**src/design/lfs_pkg.sv**
```systemverilog
// lfs_pkg: shared types and constants of the line follow steering block
// no dependencies; imported by lfs_filter, lfs_map, line_follow_steering and the testbench
package lfs_pkg;

    localparam int MASK_W  = 4;
    localparam int LEVEL_W = 13;
    localparam int CNT_W   = 2;

    typedef logic [MASK_W-1:0]         mask_t;
    typedef logic signed [LEVEL_W-1:0] level_t;

    typedef enum logic [1:0] {
        CMD_SAMPLE = 2'd0,
        CMD_START  = 2'd1,
        CMD_STOP   = 2'd2
    } cmd_t;

    typedef enum logic [1:0] {
        VARIANT_NORMAL = 2'd0,
        VARIANT_ARC    = 2'd1,
        VARIANT_SLOW   = 2'd2
    } variant_t;

    typedef enum logic [2:0] {
        MODE_STOP   = 3'd0,
        MODE_TRACK  = 3'd1,
        MODE_TURN   = 3'd2,
        MODE_SEARCH = 3'd3,
        MODE_WIDE   = 3'd4
    } mode_t;

    // wheel drive levels
    localparam level_t LVL_ZERO     = 13'sd0;
    localparam level_t LVL_STRAIGHT = 13'sd2400;
    localparam level_t LVL_SLOW     = 13'sd2200;
    localparam level_t LVL_OUTER    = 13'sd2600;
    localparam level_t LVL_TURN     = 13'sd2700;
    localparam level_t LVL_TURN_NEG = -13'sd2700;
    localparam level_t LVL_GENTLE   = 13'sd2300;
    localparam level_t LVL_INSIDE   = 13'sd800;

    // one steering decision: mode, wheel levels and remembered side
    typedef struct packed {
        mode_t  mode;
        level_t left;
        level_t right;
        logic   side_right;
    } drive_t;

endpackage

```
**src/design/lfs_filter.sv**
```systemverilog
// lfs_filter: agreement filter on the raw sensor mask, holds its own state
// depends on lfs_pkg
module lfs_filter #(
    parameter int AGREE_SAMPLES = 2
) (
    input  logic          clk,
    input  logic          rst_n,
    input  logic          update,
    input  logic          clear,
    input  lfs_pkg::mask_t raw,
    output lfs_pkg::mask_t filt_next
);
    import lfs_pkg::*;

    localparam logic [CNT_W-1:0] AGREE_CNT = CNT_W'(AGREE_SAMPLES);

    mask_t            candidate_reg, candidate_next;
    mask_t            filtered_reg, filtered_next;
    logic [CNT_W-1:0] count_reg, count_next;
    logic             primed_reg, primed_next;

    always_comb
    begin
        candidate_next = candidate_reg;
        filtered_next  = filtered_reg;
        count_next     = count_reg;
        primed_next    = primed_reg;
        if (!primed_reg)
        begin
            candidate_next = raw;
            filtered_next  = raw;
            count_next     = CNT_W'(1);
            primed_next    = 1'b1;
        end
        else if (raw != candidate_reg)
        begin
            candidate_next = raw;
            count_next     = CNT_W'(1);
        end
        else if (count_reg < AGREE_CNT)
        begin
            count_next = count_reg + CNT_W'(1);
        end
        if (count_next >= AGREE_CNT)
            filtered_next = candidate_next;
    end

    assign filt_next = filtered_next;

    always_ff @(posedge clk or negedge rst_n)
    begin
        if (!rst_n)
        begin
            candidate_reg <= '0;
            filtered_reg  <= '0;
            count_reg     <= '0;
            primed_reg    <= 1'b0;
        end
        else if (clear)
        begin
            candidate_reg <= '0;
            filtered_reg  <= '0;
            count_reg     <= '0;
            primed_reg    <= 1'b0;
        end
        else if (update)
        begin
            candidate_reg <= candidate_next;
            filtered_reg  <= filtered_next;
            count_reg     <= count_next;
            primed_reg    <= primed_next;
        end
    end

endmodule

```
**src/design/lfs_map.sv**
```systemverilog
// lfs_map: maps the filtered pattern and raw sample to mode and wheel levels
// depends on lfs_pkg; purely combinational
module lfs_map (
    input  logic [1:0]      variant,
    input  lfs_pkg::mask_t  raw,
    input  lfs_pkg::mask_t  filt,
    input  logic            side_now,
    output lfs_pkg::drive_t result
);
    import lfs_pkg::*;

    mask_t v;

    always_comb
    begin
        v = (raw == '0) ? '0 : filt;
        result.mode       = MODE_WIDE;
        result.left       = LVL_SLOW;
        result.right      = LVL_SLOW;
        result.side_right = side_now;

        case (v) inside
            4'd6:
            begin
                result.mode  = MODE_TRACK;
                result.left  = LVL_STRAIGHT;
                result.right = LVL_STRAIGHT;
            end
            4'd4:
            begin
                result.mode       = MODE_TRACK;
                result.left       = LVL_SLOW;
                result.right      = LVL_OUTER;
                result.side_right = 1'b0;
            end
            4'd2:
            begin
                result.mode       = MODE_TRACK;
                result.left       = LVL_OUTER;
                result.right      = LVL_SLOW;
                result.side_right = 1'b1;
            end
            4'd8, 4'd12:
            begin
                result.mode       = MODE_TURN;
                result.left       = LVL_TURN_NEG;
                result.right      = LVL_TURN;
                result.side_right = 1'b0;
            end
            4'd1, 4'd3:
            begin
                result.mode       = MODE_TURN;
                result.left       = LVL_TURN;
                result.right      = LVL_TURN_NEG;
                result.side_right = 1'b1;
            end
            4'd0:
            begin
                // line lost: spin toward the remembered side
                result.mode  = MODE_SEARCH;
                result.left  = side_now ? LVL_TURN : LVL_TURN_NEG;
                result.right = side_now ? LVL_TURN_NEG : LVL_TURN;
            end
            default:
            begin
                result.mode  = MODE_WIDE;
                result.left  = LVL_SLOW;
                result.right = LVL_SLOW;
            end
        endcase

        // overrides work on the raw sample
        if (raw != '0)
        begin
            case (variant)
                VARIANT_ARC:
                begin
                    result.mode = MODE_TRACK;
                    case (raw) inside
                        4'd8, 4'd12, 4'd4:
                        begin
                            result.left       = LVL_SLOW;
                            result.right      = LVL_OUTER;
                            result.side_right = 1'b0;
                        end
                        4'd1, 4'd3, 4'd2:
                        begin
                            result.left       = LVL_OUTER;
                            result.right      = LVL_SLOW;
                            result.side_right = 1'b1;
                        end
                        default:
                        begin
                            result.left  = LVL_SLOW;
                            result.right = LVL_SLOW;
                        end
                    endcase
                end
                VARIANT_SLOW:
                begin
                    result.mode = MODE_TRACK;
                    case (raw) inside
                        4'd4:
                        begin
                            result.left       = LVL_SLOW;
                            result.right      = LVL_GENTLE;
                            result.side_right = 1'b0;
                        end
                        4'd2:
                        begin
                            result.left       = LVL_GENTLE;
                            result.right      = LVL_SLOW;
                            result.side_right = 1'b1;
                        end
                        4'd8, 4'd12:
                        begin
                            result.left       = LVL_INSIDE;
                            result.right      = LVL_GENTLE;
                            result.side_right = 1'b0;
                        end
                        4'd1, 4'd3:
                        begin
                            result.left       = LVL_GENTLE;
                            result.right      = LVL_INSIDE;
                            result.side_right = 1'b1;
                        end
                        4'd6:
                        begin
                            result.left  = LVL_GENTLE;
                            result.right = LVL_GENTLE;
                        end
                        default:
                        begin
                            result.mode  = MODE_WIDE;
                            result.left  = LVL_GENTLE;
                            result.right = LVL_GENTLE;
                        end
                    endcase
                end
                default:
                begin
                end
            endcase
        end
    end

endmodule

```
**src/design/line_follow_steering.sv**
```systemverilog
// line_follow_steering: top level of the line follow steering block
// depends on lfs_pkg, lfs_filter and lfs_map
//
// usage:
//   input channel (in_valid/in_ready) carries one request: command and
//   sample_mask. a sample runs the agreement filter and, outside stop mode,
//   the steering tables; start enters track mode from stop; stop halts.
//   output channel (out_valid/out_ready) returns one result per request:
//   drive_mode, left_drive and right_drive as held after that request.
//   cfg_write_en/cfg_write_data write the steering variant at any edge;
//   write it only while no request is in flight.
// pipeline and throughput:
//   a request is registered in the input register on acceptance; once the
//   output register is empty or being taken, the request is processed and
//   its result is registered there, raising out_valid. one request per cycle
//   is sustained while out_ready stays high; the filter and mode state feed
//   back through a single register stage, which sets that figure.
// reset:
//   mode stop, levels zero, filter empty, side left, variant normal, both
//   pipeline stages empty.
// stall:
//   a stalled result holds; one more request waits in the input register,
//   then in_ready drops until out_ready returns.
module line_follow_steering #(
    parameter int AGREE_SAMPLES = 2
) (
    input  logic                   clk,
    input  logic                   rst_n,
    input  logic                   in_valid,
    output logic                   in_ready,
    input  logic [1:0]             command,
    input  lfs_pkg::mask_t         sample_mask,
    output logic                   out_valid,
    input  logic                   out_ready,
    output logic [2:0]             drive_mode,
    output lfs_pkg::level_t        left_drive,
    output lfs_pkg::level_t        right_drive,
    input  logic                   cfg_write_en,
    input  logic [1:0]             cfg_write_data
);
    import lfs_pkg::*;

    logic [1:0] variant_reg;

    logic       in_valid_reg, in_valid_next;
    logic [1:0] cmd_reg;
    mask_t      mask_reg;

    logic       out_valid_reg, out_valid_next;
    mode_t      mode_reg, mode_next;
    level_t     left_reg, left_next;
    level_t     right_reg, right_next;
    logic       side_reg, side_next;

    logic       advance;
    logic       fire;
    logic       filt_update;
    logic       filt_clear;
    mask_t      filt_next;
    drive_t     mapped;

    assign advance  = !out_valid_reg || out_ready;
    assign fire     = in_valid_reg && advance;
    assign in_ready = !in_valid_reg || advance;

    assign filt_update = fire && (cmd_reg == CMD_SAMPLE);
    assign filt_clear  = fire && (cmd_reg == CMD_START) && (mode_reg == MODE_STOP);

    lfs_filter #(
        .AGREE_SAMPLES(AGREE_SAMPLES)
    ) u_filter (
        .clk      (clk),
        .rst_n    (rst_n),
        .update   (filt_update),
        .clear    (filt_clear),
        .raw      (mask_reg),
        .filt_next(filt_next)
    );

    lfs_map u_map (
        .variant (variant_reg),
        .raw     (mask_reg),
        .filt    (filt_next),
        .side_now(side_reg),
        .result  (mapped)
    );

    always_comb
    begin
        mode_next  = mode_reg;
        left_next  = left_reg;
        right_next = right_reg;
        side_next  = side_reg;
        case (cmd_reg)
            CMD_START:
            begin
                if (mode_reg == MODE_STOP)
                begin
                    mode_next  = MODE_TRACK;
                    left_next  = LVL_ZERO;
                    right_next = LVL_ZERO;
                    side_next  = 1'b0;
                end
            end
            CMD_STOP:
            begin
                mode_next  = MODE_STOP;
                left_next  = LVL_ZERO;
                right_next = LVL_ZERO;
            end
            CMD_SAMPLE:
            begin
                // in stop mode only the filter moves
                if (mode_reg != MODE_STOP)
                begin
                    mode_next  = mapped.mode;
                    left_next  = mapped.left;
                    right_next = mapped.right;
                    side_next  = mapped.side_right;
                end
            end
            default:
            begin
            end
        endcase
    end

    always_comb
    begin
        in_valid_next = in_valid_reg;
        if (in_valid && in_ready)
            in_valid_next = 1'b1;
        else if (fire)
            in_valid_next = 1'b0;

        out_valid_next = out_valid_reg;
        if (fire)
            out_valid_next = 1'b1;
        else if (out_ready)
            out_valid_next = 1'b0;
    end

    always_ff @(posedge clk or negedge rst_n)
    begin
        if (!rst_n)
        begin
            in_valid_reg  <= 1'b0;
            out_valid_reg <= 1'b0;
            mode_reg      <= MODE_STOP;
            left_reg      <= LVL_ZERO;
            right_reg     <= LVL_ZERO;
            side_reg      <= 1'b0;
            variant_reg   <= VARIANT_NORMAL;
        end
        else
        begin
            in_valid_reg  <= in_valid_next;
            out_valid_reg <= out_valid_next;
            if (fire)
            begin
                mode_reg  <= mode_next;
                left_reg  <= left_next;
                right_reg <= right_next;
                side_reg  <= side_next;
            end
            if (cfg_write_en)
                variant_reg <= cfg_write_data;
        end
    end

    always_ff @(posedge clk)
    begin
        if (in_valid && in_ready)
        begin
            cmd_reg  <= command;
            mask_reg <= sample_mask;
        end
    end

    assign out_valid   = out_valid_reg;
    assign drive_mode  = mode_reg;
    assign left_drive  = left_reg;
    assign right_drive = right_reg;

    // stop mode always reports zero levels
    a_stop_levels_zero: assert property (@(posedge clk) disable iff (!rst_n)
        (mode_reg == MODE_STOP) |-> (left_reg == LVL_ZERO && right_reg == LVL_ZERO))
        else $error("stop mode with nonzero drive levels");

    // search and turn always spin in place
    a_spin_balanced: assert property (@(posedge clk) disable iff (!rst_n)
        (mode_reg == MODE_SEARCH || mode_reg == MODE_TURN) |-> (left_reg == -right_reg))
        else $error("spin with unbalanced wheel levels");

    // a processed request always leaves a result behind
    a_fire_gives_result: assert property (@(posedge clk) disable iff (!rst_n)
        fire |=> out_valid_reg)
        else $error("processed request produced no result");

    // a waiting request is kept while the result side stalls
    a_input_kept: assert property (@(posedge clk) disable iff (!rst_n)
        (in_valid_reg && !advance) |=> (in_valid_reg && $stable(mask_reg) && $stable(cmd_reg)))
        else $error("stalled request lost");

    // state only moves when a request is processed
    a_state_holds: assert property (@(posedge clk) disable iff (!rst_n)
        !fire |=> ($stable(mode_reg) && $stable(left_reg)))
        else $error("state changed without a request");

endmodule

```
**config.mk**
```make
export PLATFORM = sky130hd
export DESIGN_NAME = line_follow_steering
export DESIGN_NICKNAME = d
export VERILOG_FILES = /design/src/design/lfs_pkg.sv /design/src/design/lfs_filter.sv /design/src/design/lfs_map.sv /design/src/design/line_follow_steering.sv
export SDC_FILE = /design/constraint.sdc
export NUM_CORES = 1
export LEC_CHECK = 0
export ABC_AREA = 0
export CORE_AREA = 4 4 75 77
export DETAILED_ROUTE_END_ITERATION = 12
export DIE_AREA = 0 0 79 81
export DONT_BUFFER_PORTS = 1
export MAX_ROUTING_LAYER = met4
export PLACE_DENSITY_LB_ADDON = 0.08
export SLEW_MARGIN = 10
export SYNTH_ARGS = -nofsm -noshare
export SYNTH_HDL_FRONTEND = slang
export SYNTH_SLANG_ARGS = --single-unit
export TNS_END_PERCENT = 30
```
**constraint.sdc**
```tcl
create_clock -name clk -period 2.5 [get_ports clk]
set_clock_uncertainty 0.1 [all_clocks]
set_input_delay 0.125 -clock clk [delete_from_list [all_inputs] [get_ports clk]]
set_output_delay 0.125 -clock clk [all_outputs]
set_load 0.02 [all_outputs]
```
==> impl_results.md <==
* Internal power at 1732 uW
* Worst R2R End: left_drive[9]$_DFFE_PN0P_
* Post-synth EDFFs at 6
* Critical path peak fanout at 7
* Critical R2R Launch: mask_reg[0]$_DFFE_PP_
* R2r worst-path depth at 8
* Area growth from synthesis to layout at 15.24%
* Top FF cell, synth: dfrtp_1
* Rows at 26
* CTS Buf Count at 5
* WHS Path Cells at 1
* CTS H-tree lvls at 2
* Post-DP HPWL at a little over 5000 um
* Final period utilization at roughly 96%
* Final ANT Viol Nets at 0
* Syn_area_per_cell at 8.609 um2
* Static Leak at approximately 0.0013 uW
* Max-slew violations at 0
* Top-count cell post-synth: nand2_1
* Clk buf depth at 2
* Count of different cell masters after synthesis at 52
* CP Data Arrival Time at 2490 ps
* Hold wc startpoint: in_valid
* Min Tclk post-route at 2400 ps
* Cells after Synth at about 310
* Slew headroom at 43.28%
* IO Count at 44
* Synth cell count leaders: 56 x nand2_1, 39 x dfrtp_1, 21 x o21ai_0, 19 x nor2_1, 14 x a21oi_1
* Slew @ Worst Pin at around 840 ps
* Power Density at 1001 nW/um2
* Final setup margin at between 100 and 150 ps
* Yosys top cell by area: dfrtp_1
* Global-route wire length before repair at about 12000 um
* Share of the synthesized area in the top cell type at 36.69%
* Final WL at 7140 um
* # setup viols final at 0
* FF+latch count, synth at 45
* Mapped cell area at 2660 um2
* GPL Wtd Cong at 0.9593
* Final hold vios at 0
* GRT Total Usage at 25.02%
* Share of layout cells above drive strength 1 at between 10% and 20%
* Sw Share at 43.57%
* FILL cells at 438
* Drt pass-1 iters at 4
* Starting DRT DRC Count at 211
* Vias at 2326
* Antenna Cells at 0
* Comb power frac at a little under 40%
* Vias in the first global route at roughly 2400
* WP data required at 2590 ps
* Die Area at around 6400 um2
* Max VDD drop at around 0.44 mV
* Sw Pwr at 1337 uW
* Residual DRC at 0
* Status: completed
* Die Y at 81 um
* CTS tree: yes
* Root Buffer: clkbuf_8
* Largest net degree at the start of global routing at 40
* Post-route cell area at just over 3000 um2
* Clock slew at reported path FFs at around 90 ps
* Top post-synthesis cells by area: dfrtp_1 37%, nand2_1 7.9%, edfxtp_1 6.8%
* Seq/Total Area, Yosys at a little over two fifths
* Utilization after layout at 61.19%
* Core ar. at around 5000 um2
* Peak Freq at ~420 MHz
* Initial Util at 53.10%
* Clock Sink Count at 45
* Nets@finish at between 300 and 400
* Synth async-reset ratio at 86.67%
* DR WL/cell at 17.94 um
* RSZ-0062 raised after global routing: no
* Vias per cell at 5.844
* Yosys warns at 0
* Reg2reg setup slack at approximately 100 ps
* Crit. End Element: register
* Clk_lat worst skew at between 300 and 400 ps
* Worst hold-check path type: in -> reg
* Die span in x at 79 um
* WS Path Type: reg -> reg
* Max Cap Viol at 0
* Reg power frac at 42.3%
* Initial antenna violation count at 0
* Clock power share at between 10% and 20%
* Pre-CTS setup slack at -2.684 ps
* Remaining Overflow, GRT at 0
* Port Buf Inserts at 0
* Cell Area, Placed at between 2000 and 3000 um2
* Crit start category: register
* Hold Path End: mask_reg[2]$_DFFE_PP_
-- power by group through the flow --
stage	combinational, uW	sequential, uW	clock, uW
after detailed placement	1150	1300	0
after floorplan	917	1210	0
final	1220	1300	550
after CTS	1190	1290	562
after global placement	1140	1300	0
after global routing	1360	1330	590
-- per-layer routing --
metal / GRT usage (%) / vias up / wire length (um)
met5: - / - / 0
met1: 29.85 / 1087 / 3048
met3: 5.211 / 21 / 412
li1: - / 1144 / -
met4: 8.935 / 0 / 153
met2: 42.17 / 74 / 3526
-- metrics by stage --
step / std cells / setup TNS (ps) / power (uW) / hold WS (ps)
floorplan: 312 / 0 / 2127 / -270.6
global placement: 376 / 0 / 2447 / -269.7
detailed placement: 376 / -2.684 / 2453 / -269.5
CTS: 397 / 0 / 3039 / 85.45
global route: 398 / 0 / 3281 / 126.4
finish: 398 / 0 / 3069 / 103.8
-- timing repair --
item / CTS / global route
endpoints found under the setup margin: 1 / 7
gates resized for setup: 1 / 7
pin swaps: 0 / 2
endpoints found under the hold margin: 49 / 0
setup buffers: 0 / 1
hold buffers: 13 / 0
-- cell usage in the layout, fill, tap and decap left out, types with 6 or more instances in the layout --
cell           count
buf_4             21
nor2_1            19
nand2_1           56
o21ai_1           11
edfxtp_1           6
dlygate4sd3_1     12
a31oi_1            7
dfrtp_1           39
nand3_1           10
a21oi_1           14
o21ai_0           21
nand2b_1           9
inv_1              7
-- cell type report --
class	count	area (um2)	share of cell area [%]
Multi-Input combinational cell	233	1383	45.10
Sequential cell	45	1156	37.71
Timing Repair Buffer	34	297.8	9.714
Tap cell	70	87.58	2.857
Clock buffer	6	72.57	2.367
Clock inverter	2	38.79	1.265
Inverter	8	30.03	0.9796
-- worst max path at each step --
stage / startpoint / cells past startpoint / to
floorplan: mask_reg[2]$_DFFE_PP_ / 9 / left_drive[7]$_DFFE_PN0P_
global placement: mask_reg[1]$_DFFE_PP_ / 8 / left_drive[9]$_DFFE_PN0P_
detailed placement: mask_reg[1]$_DFFE_PP_ / 8 / left_drive[9]$_DFFE_PN0P_
CTS: mask_reg[1]$_DFFE_PP_ / 8 / left_drive[9]$_DFFE_PN0P_
global route: mask_reg[2]$_DFFE_PP_ / 8 / left_drive[9]$_DFFE_PN0P_
finish: mask_reg[0]$_DFFE_PP_ / 8 / left_drive[9]$_DFFE_PN0P_
-- kinds of logic after synthesis --
group                    share of synthesized area, %
AO/OA/AOI/OAI                                   24.27
XOR/XNOR                                        1.317
adder cells (fa/ha/maj)                         1.411
buffers and inverters                           6.350
flip-flops                                      43.46
multiplexers                                    2.352
other                                          0.1410
AND/OR/NAND/NOR                                 20.70
-- critical path, cell delays in order (launching register included) --
cell	delay (ps)
edfxtp_1	440
xnor2_2	190
and4_4	290
a21boi_4	80
buf_4	170
o211ai_1	280
nor2b_1	140
or3_1	320
a32o_1	260
(Power assumes the default switching activity.)
